===== config.mk =====
export PLATFORM = sky130hd
export DESIGN_NAME = tbp_table
export DESIGN_NICKNAME = d
export VERILOG_FILES = /design/src/rtl/tbp_table.sv
export SDC_FILE = /design/constraint.sdc
export NUM_CORES = 1
export LEC_CHECK = 0
export ABC_AREA = 1
export BUFFER_PORTS_ARGS = -buffer_cell sky130_fd_sc_hd__buf_2
export CORE_AREA = 2 2 39 41
export CTS_CLUSTER_SIZE = 8
export DETAILED_ROUTE_END_ITERATION = 12
export DIE_AREA = 0 0 41 43
export SLEW_MARGIN = 25
export SYNTH_ARGS = -nofsm -noshare
export SYNTH_HDL_FRONTEND = slang
export SYNTH_SLANG_ARGS = --single-unit

===== constraint.sdc =====
create_clock -name clock -period 1.19 [get_ports clock]
set_clock_uncertainty 0.2 [all_clocks]
set_input_delay 0.0595 -clock clock [delete_from_list [all_inputs] [get_ports clock]]
set_output_delay 0.0595 -clock clock [all_outputs]
set_load 0.01 [all_outputs]

===== src/rtl/tbp_table.sv =====
// tbp_table: one-write one-read table with registered read and last-write bypass
// depends on nothing (no tbp_pkg types used)
`default_nettype none

module tbp_table #(
   parameter int DEPTH = 2,
   parameter int WIDTH = 1
) (
   input  logic                     clock,
   input  logic                     reset,
   input  logic                     rd_en,
   input  logic [$clog2(DEPTH)-1:0] rd_addr,
   output logic [WIDTH-1:0]         rd_data,
   input  logic                     wr_en,
   input  logic [$clog2(DEPTH)-1:0] wr_addr,
   input  logic [WIDTH-1:0]         wr_data
);

   localparam int AW = $clog2(DEPTH);

   logic [WIDTH-1:0] mem [DEPTH];
   logic [WIDTH-1:0] rd_ff;
   logic [AW-1:0]    raddr_ff;
   logic             lw_valid_ff;
   logic [AW-1:0]    lw_addr_ff;
   logic [WIDTH-1:0] lw_data_ff;

   always_ff @(posedge clock) begin
      if (wr_en) mem[wr_addr] <= wr_data;
      if (rd_en) begin
         rd_ff      <= mem[rd_addr];
         raddr_ff   <= rd_addr;
         lw_addr_ff <= wr_addr;
         lw_data_ff <= wr_data;
      end
   end

   always_ff @(posedge clock) begin
      if (reset) begin
         lw_valid_ff <= 1'b0;
      end else if (rd_en) begin
         lw_valid_ff <= wr_en;
      end
   end

   // a write on the same edge as the read is not seen by the array read
   assign rd_data = (lw_valid_ff && (lw_addr_ff == raddr_ff)) ? lw_data_ff : rd_ff;

endmodule

`default_nettype wire


==> results of run 1 <==
[final timing paths]
path                                    end  slack [ns]  cells after the start
worst max register to register        rd_ff        0.11                      1
worst min register to register  lw_valid_ff        0.32                      2
worst min-delay path            lw_valid_ff        0.32                      2
worst max-delay path                rd_data       -0.15                      6
[timing repair]
| action | 4_1_cts | 5_1_grt |
|---|---|---|
| endpoints found under the setup margin | 1 | 2 |
| hold endpoints to repair | 13 | 2 |
| hold buffers | 6 | 1 |
| gates resized for setup | 0 | 1 |
| cloned | 0 | 0 |
| setup buffers | 0 | 0 |
| pin swaps | 3 | 1 |
[stage by stage]
stage | utilization | total power (µW)
final | 0.306 | 563
after global routing | 0.306 | 605
after CTS | 0.306 | 578
after detailed placement | 0.243 | 346
after global placement | 0.243 | 342
after floorplan | - | 321
[synth_stat cells]
master    count
edfxtp_1      6
inv_1         4
nor2_1        2
mux2_2        1
dfxtp_1       1
nand3_1       2
nand2_1       8
a211oi_1      1
[flip-flops by register name, indices dropped and copies added, names as in the netlist]
name and count:
rd_ff 1, mem 2, lw_valid_ff 1, lw_addr_ff 1
raddr_ff 1, lw_data_ff 1
[kinds of logic (layout without fill, tap and decap cells)]
kind of cell	count (synthesis)	in the layout	share of synthesized area
AND/OR/NAND/NOR	12	12	0.169
buffers and inverters	4	21	0.0533
AO/OA/AOI/OAI	1	1	0.0267
multiplexers	1	1	0.0400
flip-flops	7	7	0.711
[critical path, cell delays in order (launching register included)]
cell	delay, ns
edfxtp_1	0.42
inv_2	0.07
nand2_1	0.05
nand2_1	0.05
nand3_1	0.06
nand2_1	0.06
buf_2	0.12
[power groups by stage]
stage / sequential [µW] / clock (µW) / combinational, µW
2_1_floorplan: 298 / 0 / 23.3
3_3_place_gp: 299 / 0 / 42.7
6_report: 296 / 207 / 60.3
3_5_place_dp: 300 / 0 / 45.6
5_1_grt: 297 / 239 / 68.2
4_1_cts: 295 / 222 / 60.8
[cell type report]
| cell class | instances | area share |
|---|---|---|
| flip-flops and latches | 7 | 0.473 |
| well taps | 16 | 0.0473 |
| clock buffers | 4 | 0.0621 |
| repair buffers | 13 | 0.225 |
| multi-input cells | 14 | 0.157 |
| inverters | 4 | 0.0355 |
[per-layer routing]
layer	part of all wire	track usage
met2	0.63	0.144
met4	0	0.0800
met3	0.049	0.0157
met5	0	0
met1	0.32	0.0598
==> results.cfg, run 1 <==
[run_status]
outcome = finished with violations
violations = setup timing

[synth]
synth_nets = 32
synth.area.top_cells = edfxtp_1, nand2_1, dfxtp_1
ys_types = 8
ys_seq_elements = 7
yosysTopAreaCellShare = 0.640
ys_warn_count = 0
synth_largest_area_cell = edfxtp_1
syn_avg_cell_area_um2 = 11.3
synth-seq-area-share = 0.711
synth_area_um2 = 282
syn_inst = 25

[sta]
hold_slack_ns = 0.317
fin_crit_sh = 1.12
fin_crit_ns = 1.34
max_slew_margin = 0.886
maxSlewViolCount = 0
fmax_ghz = 0.748
rsz0062_at_grt = true
setup_ws_ns = -0.147
tightest_slew_ns = 0.170
hold_viol_final = 0
tns_ns = -0.193
setup_violations = 2

[job]
drv_cap = 0

[clocking]
htreeDepth = 1
root_buffer = clkbuf_4
clkLatencyLatePin_ns = 0.24
cts-buffers-inserted = 3
cts_tree = yes
clkSinkCount = 7
clk_pin_slew_ns = 0.05
cts_buffer_depth = 2

[critical_path]
crit_type = reg -> out
worstReg2RegStart = mem[1]
cp-startpoint = raddr_ff
crit_required_ns = 0.93
cp-start-kind = flip-flop
arrival_ns = 1.08
worstPathMaxFanout = 3
cp-end-kind = output port

[layout]
final_common_cell = nand2_1
fillCellCount = 149
syn_to_final_growth_pct = 50.2
multiInputGateArea_um2 = 66.3
register_area_um2 = 200
final_cell_mix = nand2_1, buf_2, dlygate4sd3_1, edfxtp_1
fin_area_um2 = 423
final_nets = 50
drive_gt1_frac = 0.286
n_antenna_cell = 0
final_cells = 58

[global_route]
grt.total_usage = 0.0801
overflow = 0
grt_pass1_wl_um = 883
grt_pass1_vias = 259
antenna_found_initial = 0
grt_max_degree = 7

[pwr]
p_int_uw = 448
seqPwrFrac = 0.525
pwr-share-comb = 0.107
switching_share = 0.204
p_switching_uw = 115
clkPwrFrac = 0.368
peakVddDrop_mv = 0.448
leakage_uw = 0.000190
p_per_area_nw_per_um2 = 1330

[route]
avgRoutedWirePerCell_um = 8.86
wirelength_um = 514
drc = 0
drt_iter0_markers = 0
viasPerCell = 3.90
drt_first_pass_iters = 1
vias = 226
drt.antenna.violating_nets = 0

[worst_hold_path]
hp-class = reg -> reg
min_from = lw_valid_ff

[placement]
dpl_cell_area_um2 = 337
dp_slack_ns = 0.0997
io_buffer_count = 7
place_inst = 48
place.gp.congestion = 0.594
dp_hpwl_um = 347

[floorplanning]
core-area_um2 = 1380
dieWidth_um = 41
rows = 14
start_util = 0.203
die_area_um2 = 1760
num_io_pins = 8
die_h_um = 43
(Power assumes the default switching activity.)
==> run 2, diff against run 1 <==
--- a/config.mk
+++ b/config.mk
@@ -6,11 +6,12 @@
 export NUM_CORES = 1
 export LEC_CHECK = 0
 export ABC_AREA = 1
-export BUFFER_PORTS_ARGS = -buffer_cell sky130_fd_sc_hd__buf_2
 export CORE_AREA = 2 2 39 41
 export CTS_CLUSTER_SIZE = 8
 export DETAILED_ROUTE_END_ITERATION = 12
 export DIE_AREA = 0 0 41 43
+export DONT_BUFFER_PORTS = 1
+export PLACE_DENSITY = 0.44
 export SLEW_MARGIN = 25
 export SYNTH_ARGS = -nofsm -noshare
 export SYNTH_HDL_FRONTEND = slang
==> results.cfg, run 2 (synthesis gave the netlist of run 1 again) <==
[clocking]
cts-buffers-inserted = 3
clk_pin_slew_ns = 0.05
clkSinkCount = 7
htreeDepth = 1
root_buffer = clkbuf_4
clkLatencyLatePin_ns = 0.24
cts_buffer_depth = 2
cts_tree = yes

[sta]
fmax_ghz = 0.789
fin_crit_ns = 1.27
setup_ws_ns = -0.0771
rsz0062_at_grt = true
hold_viol_final = 0
setup_violations = 1
tightest_slew_ns = 0.246
maxSlewViolCount = 0
max_slew_margin = 0.836
hold_slack_ns = 0.242
tns_ns = -0.0771
fin_crit_sh = 1.06

[critical_path]
path_cells = inv_2 -> nand2_1 -> nand2_1 -> nand3_2 -> nand2_2
crit_path_max_incr_delay_ns = 0.41
crit_required_ns = 0.93
crit_type = reg -> out
cp-start-kind = flip-flop
worstPathBufferInverterCount = 1
worstPathMaxFanout = 3
slowest_stage = edfxtp_1
arrival_ns = 1.01
path_common_cell = nand2_1
reg2reg_slack_ns = 0.12
crit_family = flip-flops
worstReg2RegStart = mem[0]
cp-end-kind = output port
r2r_end = rd_ff
r2r_cells = 1

[floorplanning]
die_h_um = 43
die_area_um2 = 1760
rows = 14
dieWidth_um = 41
start_util = 0.203
core-area_um2 = 1380
num_io_pins = 8

[layout]
drive_gt1_frac = 0.286
post-route-util = 0.291
n_antenna_cell = 0
fillCellCount = 149
top_register = mem
final_nets = 43
register_area_um2 = 200
multiInputGateArea_um2 = 81.3
largest_register_ffs = 2
syn_to_final_growth_pct = 43.1
final_cell_mix = nand2_1, dlygate4sd3_1, edfxtp_1, clkbuf_4

[route]
drt_iter0_markers = 1
drc = 0
vias = 203
drt.antenna.violating_nets = 0
wirelength_um = 447
avgRoutedWirePerCell_um = 8.76
viasPerCell = 3.98
drt_first_pass_iters = 2

[worst_hold_path]
hold_end = lw_valid_ff
min_from = reset
worst_hold_path.num_cells = 2
hp-class = in -> reg

[global_route]
overflow = 0
grt_pass1_wl_um = 807
grt_pass1_vias = 205
grt.total_usage = 0.0722
antenna_found_initial = 0
grt_max_degree = 7

[placement]
place.gp.congestion = 0.604
dp_hpwl_um = 335
io_buffer_count = 0

[run_status]
violations = setup timing
outcome = finished with violations

[job]
drv_cap = 0

[pwr]
power_uw = 558
p_per_area_nw_per_um2 = 1390
leakage_uw = 0.000163
peakVddDrop_mv = 0.419
## run 2: repair_timing
item                                    in CTS  in global routing
endpoints found under the setup margin       1                  1
hold buffers                                 6                  0
gates resized for setup                      1                  5
gates cloned                                 0                  0
hold endpoints to repair                    13                  0
pin swaps                                    2                  1
buffers inserted                             0                  0
## run 2: worst max path at each step
stage / from / to / slack [ns] / cells past startpoint
2_1_floorplan: mem[1] / rd_ff / 0.15 / 1
3_3_place_gp: mem[1] / rd_ff / 0.15 / 1
3_5_place_dp: mem[0] / rd_ff / 0.12 / 1
4_1_cts: lw_addr_ff / rd_data / -0.1 / 5
5_1_grt: raddr_ff / rd_data / -0.15 / 5
6_report: raddr_ff / rd_data / -0.08 / 5
## run 2: layout make-up
cell class	instances	share of cell area
Tap cell	16	0.0497
Inverter	4	0.0373
Multi-Input combinational cell	14	0.202
Sequential cell	7	0.497
Timing Repair Buffer	6	0.149
Clock buffer	4	0.0652
## run 2: layer usage
layer,vias up,part of all wire,track usage
li1,102,-,-
met1,95,0.34,0.0803
met2,6,0.56,0.0938
met3,0,0.096,0.0262
met4,0,0,0.0800
met5,-,0,0
## run 2: metrics by stage
| stage | instance area (µm²) | instances | setup slack [ns] |
|---|---|---|---|
| finish | 403 | 51 | -0.0771 |
| global route | 403 | 51 | -0.152 |
| CTS | 390 | 51 | -0.0959 |
| detailed placement | 302 | 41 | 0.123 |
| global placement | 302 | 41 | 0.151 |
| floorplan | 282 | 25 | 0.153 |
## run 2: report_power, final
group	switching (µW)	internal [µW]	total [µW]
combinational	25.8	27.1	52.9
sequential	10.6	287	298
clock	80.0	127	207
