`config.mk`:
```
export PLATFORM = sky130hd
export DESIGN_NAME = tbp_decide
export DESIGN_NICKNAME = d
export VERILOG_FILES = /design/src/rtl/tbp_pkg.sv /design/src/rtl/tbp_decide.sv
export SDC_FILE = /design/constraint.sdc
export NUM_CORES = 1
export LEC_CHECK = 0
export ABC_CLOCK_PERIOD_IN_PS = 1240
export BUFFER_PORTS_ARGS = -buffer_cell sky130_fd_sc_hd__buf_4
export CAP_MARGIN = 40
export CORE_AREA = 5 5 42 44
export DETAILED_ROUTE_END_ITERATION = 8
export DIE_AREA = 0 0 47 49
export PLACE_DENSITY = 0.56
export SKIP_LAST_GASP = 1
export SLEW_MARGIN = 10
export SYNTH_ARGS = -nofsm -noshare
export SYNTH_HDL_FRONTEND = slang
export SYNTH_SLANG_ARGS = --single-unit
```
`constraint.sdc`:
```
create_clock -name vclk -period 1.24
set_input_delay 0.124 -clock vclk [all_inputs]
set_output_delay 0.124 -clock vclk [all_outputs]
set_load 0.01 [all_outputs]
```
`src/rtl/tbp_pkg.sv`:
```
// tbp_pkg: shared types, counter codes and helpers of the tournament branch predictor
// used by the top level, tbp_slot_mod and tbp_decide; depends on nothing
`default_nettype none

package tbp_pkg;

   localparam int PC_WIDTH                    = 16;
   localparam int TABLE_ENTRIES_DEFAULT       = 1024;
   localparam int LOCAL_HISTORY_COUNT_DEFAULT = 128;

   // 2-bit saturating counter states
   typedef logic [1:0] ctr_type;
   localparam ctr_type CTR_STRONG_NOT = 2'b00;
   localparam ctr_type CTR_WEAK_NOT   = 2'b01;
   localparam ctr_type CTR_WEAK_T     = 2'b10;
   localparam ctr_type CTR_STRONG_T   = 2'b11;

   typedef enum logic [1:0] {
      KIND_ALWAYS     = 2'd0,
      KIND_LOCAL      = 2'd1,
      KIND_GSHARE     = 2'd2,
      KIND_TOURNAMENT = 2'd3
   } kind_type;

   typedef struct packed {
      logic [PC_WIDTH-1:0] pc_low;
      logic                taken;
   } req_type;

   typedef struct packed {
      logic predicted_taken;
      logic prediction_correct;
      logic used_global;
   } rsp_type;

   typedef struct packed {
      logic    predicted;
      logic    correct;
      logic    use_global;
      logic    train_local;
      logic    train_gshare;
      logic    train_chooser;
      ctr_type local_next;
      ctr_type gshare_next;
      ctr_type chooser_next;
   } decide_type;

   function automatic ctr_type ctr_bump(input ctr_type c, input logic t);
      ctr_type r;
      r = c;
      if (t) begin
         if (c != CTR_STRONG_T) r = c + 2'd1;
      end else begin
         if (c != CTR_STRONG_NOT) r = c - 2'd1;
      end
      return r;
   endfunction

endpackage

`default_nettype wire

```
`src/rtl/tbp_decide.sv`:
```
// tbp_decide: prediction choice and training values for one branch
// depends on tbp_pkg
`default_nettype none

module tbp_decide (
   input  tbp_pkg::kind_type   kind,
   input  logic                taken,
   input  tbp_pkg::ctr_type    local_ctr,
   input  tbp_pkg::ctr_type    gshare_ctr,
   input  tbp_pkg::ctr_type    chooser_ctr,
   output tbp_pkg::decide_type decide
);
   import tbp_pkg::*;

   logic    lp;
   logic    gp;
   logic    lc;
   logic    gc;
   ctr_type ch_next;

   assign lp = local_ctr[1];
   assign gp = gshare_ctr[1];
   assign lc = (lp == taken);
   assign gc = (gp == taken);

   always_comb begin
      case (chooser_ctr)
         CTR_STRONG_T: ch_next = (!gc && lc) ? CTR_WEAK_T : CTR_STRONG_T;
         CTR_WEAK_T:   ch_next = gc ? CTR_STRONG_T : (lc ? CTR_WEAK_NOT : CTR_WEAK_T);
         CTR_WEAK_NOT: ch_next = lc ? CTR_STRONG_NOT : (gc ? CTR_WEAK_T : CTR_WEAK_NOT);
         default:      ch_next = (!lc && gc) ? CTR_WEAK_NOT : CTR_STRONG_NOT;
      endcase
   end

   always_comb begin
      decide               = '0;
      decide.local_next    = ctr_bump(local_ctr, taken);
      decide.gshare_next   = ctr_bump(gshare_ctr, taken);
      decide.chooser_next  = ch_next;
      unique case (kind)
         KIND_ALWAYS: begin
            decide.predicted = 1'b1;
         end
         KIND_LOCAL: begin
            decide.predicted   = lp;
            decide.train_local = 1'b1;
         end
         KIND_GSHARE: begin
            decide.predicted    = gp;
            decide.train_gshare = 1'b1;
         end
         KIND_TOURNAMENT: begin
            decide.use_global    = chooser_ctr[1];
            decide.predicted     = chooser_ctr[1] ? gp : lp;
            decide.train_local   = 1'b1;
            decide.train_gshare  = 1'b1;
            decide.train_chooser = 1'b1;
         end
      endcase
      decide.correct = (decide.predicted == taken);
   end

endmodule

`default_nettype wire
```
==> flow_summary_export.csv, run 1 <==
group,metric,value,unit
layout,multiInputGateArea,213,sq um
setup_path,crit_type,"in2out",
setup_path,arrival,990,ps
layout,syn_to_final_growth,53.6,%
sta,grt_setup_unrepaired,"false",
die,dieHeight,49,um
layout,fin_area,402,sq um
placed_design,post_dp_cell_area,402,sq um
layout,final_cell_mix,"buf_4 (21), nor2b_1 (5), maj3_1 (4), inv_1 (3), nand2b_1 (3)",
layout,regArea,0,sq um
die,dieWidth,47,um
clock_network,hold_buffers,0,
placed_design,place_ws,117,ps
job,maxCapViolCount,0,
layout,drive_above_1_share,46.2,%
setup_path,cp-start-kind,"input pin",
synth,synthesis.area,262,sq um
sta,hold_viol,0,
layout,antenna_cells_inserted,0,
route,via_per_inst,4.56,
synth,syn_avg_cell_area,7.26,sq um
route,drc,0,
global_route,grt_pass1_vias,268,
pwr,power_density,399,nW/um^2
synth,ys_warn_count,0,
global_route,antenna_found_initial,0,
placed_design,port_buffers,21,
min_path,hold_depth,2,
global_route,grt-ovfl-total,0,
die,fp-row-count,14,
setup_path,cp.required,1120,ps
sta,fin_ws,124,ps
setup_path,cp_max_fo,11,
min_path,min_to,"decide[8]",
sta,min_period,1120,ps
layout,fillers,173,
layout,layout_commonest_cell,"buf_4",
sta,finalCritPeriodShare,90.0,%
layout,nClkBuffers,0,
route,first_pass_iters,3,
placed_design,dp_hpwl,575,um
die,dieArea,2300,sq um
layout,nFlopsAndLatches,0,
clock_network,cts-resized-gates,0,
synth,synth.distinct_cells,22,
die,io_pins,21,
global_route,grt_pass1_wl,1080,um
route,drt_wl_total,676,um
setup_path,setup.worst_path.end_class,"output port",
sta,clock.fmax,896,MHz
route,antenna_left,0,
die,initial_core_util,18.7,%
sta,worst_pin_slew,214,ps
sta,slew_viol_final,0,
min_path,hold_start,"kind[0]",
route,wl_per_cell,9.94,um
pwr,power,160,uW
route,drt_iter0_drc,1,
clock_network,postCtsSetupBuffers,0,
placed_design,finalWeightedCongestion,0.644,
pwr,p_leak,0.182,nW
die,core-area,1400,sq um
synth,synth-seq-area-share,0,%
synth,synth_fp_nets,45,
min_path,hp-class,"in2out",
pwr,peakVddDrop,0.000150,V
sta,fin_setup_tns,0,ps
status,status,"completed",
sta,relSlewSlack,85.7,%
global_route,track_usage,5.75,%
layout,nNetsFinal,63,
synth,synth_cells,36,
route,num_vias,310,
global_route,grt_max_degree,12,
sta,setup_viol,0,
==> metal layers <==
metal | global-route usage, % | wire [um] | up-vias
li1 | - | - | 156
met1 | 8.26 | 312 | 136
met2 | 9.05 | 275 | 18
met3 | 1.48 | 88 | 0
met4 | 0 | 0 | 0
met5 | 0 | 0 | -
==> how the worst max path moves through the flow <==
stage,from,to,depth (start not counted)
after global placement,taken,decide[0],5
after global routing,taken,decide[0],5
after detailed placement,taken,decide[0],5
after CTS,taken,decide[0],5
after floorplan,local_ctr[1],decide[0],4
final,taken,decide[0],5
==> worst max-delay path, cell delays in order <==
cell and delay, ps:
buf_4 150, nand2b_1 140, a22o_1 230, a211oi_2 200, buf_4 140
==> per-stage QoR <==
step / utilization (%) / cells / hold slack (ps)
after detailed placement: 28.7 / 68 / 458
after floorplan: - / 36 / 308
after global routing: 28.7 / 68 / 476
after CTS: 28.7 / 68 / 459
after global placement: 28.7 / 68 / 458
final: 28.7 / 68 / 458
==> final cells by class <==
type	count	share of cell area (%)
Inverter	3	2.80
Tap cell	16	4.98
Multi-Input combinational cell	28	53.0
Timing Repair Buffer	21	39.3
==> where the power goes <==
group	switching [mW]	leakage, nW	internal, mW
Combinational	0.0725	0.182	0.0877
Clock	0	0	0
Sequential	0	0	0
==> synthesized netlist by cell type (all sizes together) <==
| cell | n | area (sq um) |
|---|---|---|
| clkbuf | 2 | 7.51 |
| a22o | 2 | 17.5 |
| maj3 | 4 | 40.0 |
| o31ai | 1 | 7.51 |
| o211ai | 1 | 7.51 |
| and2 | 1 | 6.26 |
| a32oi | 1 | 16.3 |
| and3 | 1 | 7.51 |
| nor2 | 1 | 3.75 |
| nand2b | 3 | 18.8 |
| a21oi | 1 | 5.00 |
| buf | 3 | 30.0 |
| a22oi | 1 | 7.51 |
| nor2b | 5 | 31.3 |
| nand2 | 1 | 3.75 |
| a211oi | 1 | 12.5 |
| inv | 3 | 11.3 |
| o21ai | 1 | 5.00 |
| or3b | 1 | 8.76 |
| nor3 | 1 | 5.00 |
| xnor2 | 1 | 8.76 |
==> cell families after synthesis <==
family / share of synthesized area, %
and+or+nand+nor: 32.5
AOI/OAI and AO/OA: 30.1
buffers and inverters: 18.7
adders and majority gates: 15.3
xor gates and xnor gates: 3.35
(Power assumes the default switching activity.)
==> run 2: changes to the inputs <==
Settings changed: PLACE_DENSITY 0.56 to default.
==> run 2 against run 1 <==
Against the previous run: cell count unchanged; cell area unchanged; worst setup slack worse by 4.0 ps; via count up 0.32%; critical endpoint unchanged; largest cell class unchanged; largest power group unchanged.
==> flow_summary_export.csv, run 2 (same netlist as run 1, synthesis figures left out) <==
group,metric,value,unit
status,status,"completed",
global_route,antenna_found_initial,0,
global_route,grt_pass1_wl,1350,um
layout,final_cell_mix,"buf_4 (21), nor2b_1 (5), maj3_1 (4), inv_1 (3), nand2b_1 (3)",
layout,layout_commonest_cell,"buf_4",
sta,min_period,1120,ps
sta,finalCritPeriodShare,90.3,%
pwr,peakVddDrop,0.000114,V
setup_path,cp-start-kind,"input pin",
sta,setup_viol,0,
die,io_pins,21,
layout,fillers,169,
die,initial_core_util,18.7,%
layout,nFlopsAndLatches,0,
layout,syn_to_final_growth,53.6,%
route,drt_iter0_drc,3,
die,dieWidth,47,um
pwr,power_density,399,nW/um^2
global_route,track_usage,7.02,%
route,wl_per_cell,10.1,um
setup_path,cp.required,1120,ps
die,dieHeight,49,um
layout,antenna_cells_inserted,0,
die,fp-row-count,14,
pwr,p_leak,0.182,nW
placed_design,dp_hpwl,606,um
global_route,grt_pass1_vias,330,
setup_path,cp_max_fo,11,
global_route,grt_max_degree,12,
sta,grt_setup_unrepaired,"false",
route,antenna_left,0,
route,drc,0,
global_route,grt-ovfl-total,0,
layout,nClkBuffers,0,
setup_path,setup.worst_path.end_class,"output port",
clock_network,hold_buffers,0,
min_path,hp-class,"in2out",
clock_network,postCtsSetupBuffers,0,
clock_network,cts-resized-gates,0,
layout,fin_cells,68,
die,dieArea,2300,sq um
placed_design,finalWeightedCongestion,0.679,
sta,hold_viol,0,
setup_path,arrival,1000,ps
route,drt_wl_total,689,um
setup_path,crit_type,"in2out",
sta,relSlewSlack,86.8,%
die,core-area,1400,sq um
placed_design,port_buffers,21,
job,maxCapViolCount,0,
sta,clock.fmax,893,MHz
sta,slew_viol_final,0,
route,first_pass_iters,4,
route,via_per_inst,4.57,
layout,regArea,0,sq um
layout,nNetsFinal,63,
sta,fin_setup_tns,0,ps
placed_design,dp_cells,68,
sta,whs,459,ps
route,num_vias,311,
layout,drive_above_1_share,46.2,%
sta,worst_pin_slew,196,ps
## run 2: layout make-up
cell class         count  area [sq um]  share of cell area, %
inverters              3          11.3                   2.80
multi-input cells     28           213                   53.0
well taps             16          20.0                   4.98
repair buffers        21           158                   39.3
## run 2: report_power, final
group	leakage, nW	internal, mW	total, mW	switching, mW
logic	0.182	0.0877	0.160	0.0725
clock network	0	0	0	0
registers	0	0	0	0
## run 2: final timing paths
path	start	end	cells after the start
setup / recovery	taken	decide[0]	5
hold / removal	kind[0]	decide[8]	2
## run 2: stage by stage
step                      setup WS [ps]  cell area [sq um]  utilization (%)  total power, mW
after floorplan                     279                262                -           0.0890
after global placement              124                402             28.7            0.163
after detailed placement            113                402             28.7            0.163
after CTS                           111                402             28.7            0.164
after global routing               37.6                402             28.7            0.180
final                               120                402             28.7            0.160
## run 2: critical path, stage by stage
cell      delay (ps)
buf_4            150
nand2b_1         140
a22o_1           230
a211oi_2         200
buf_4            140
## run 2: per-layer routing
layer	vias up	GRT usage [%]	wire length, um
met5	-	0	0
met4	0	0	0
met2	14	11.5	326
met1	140	10.2	301
met3	0	0.738	61
li1	157	-	-
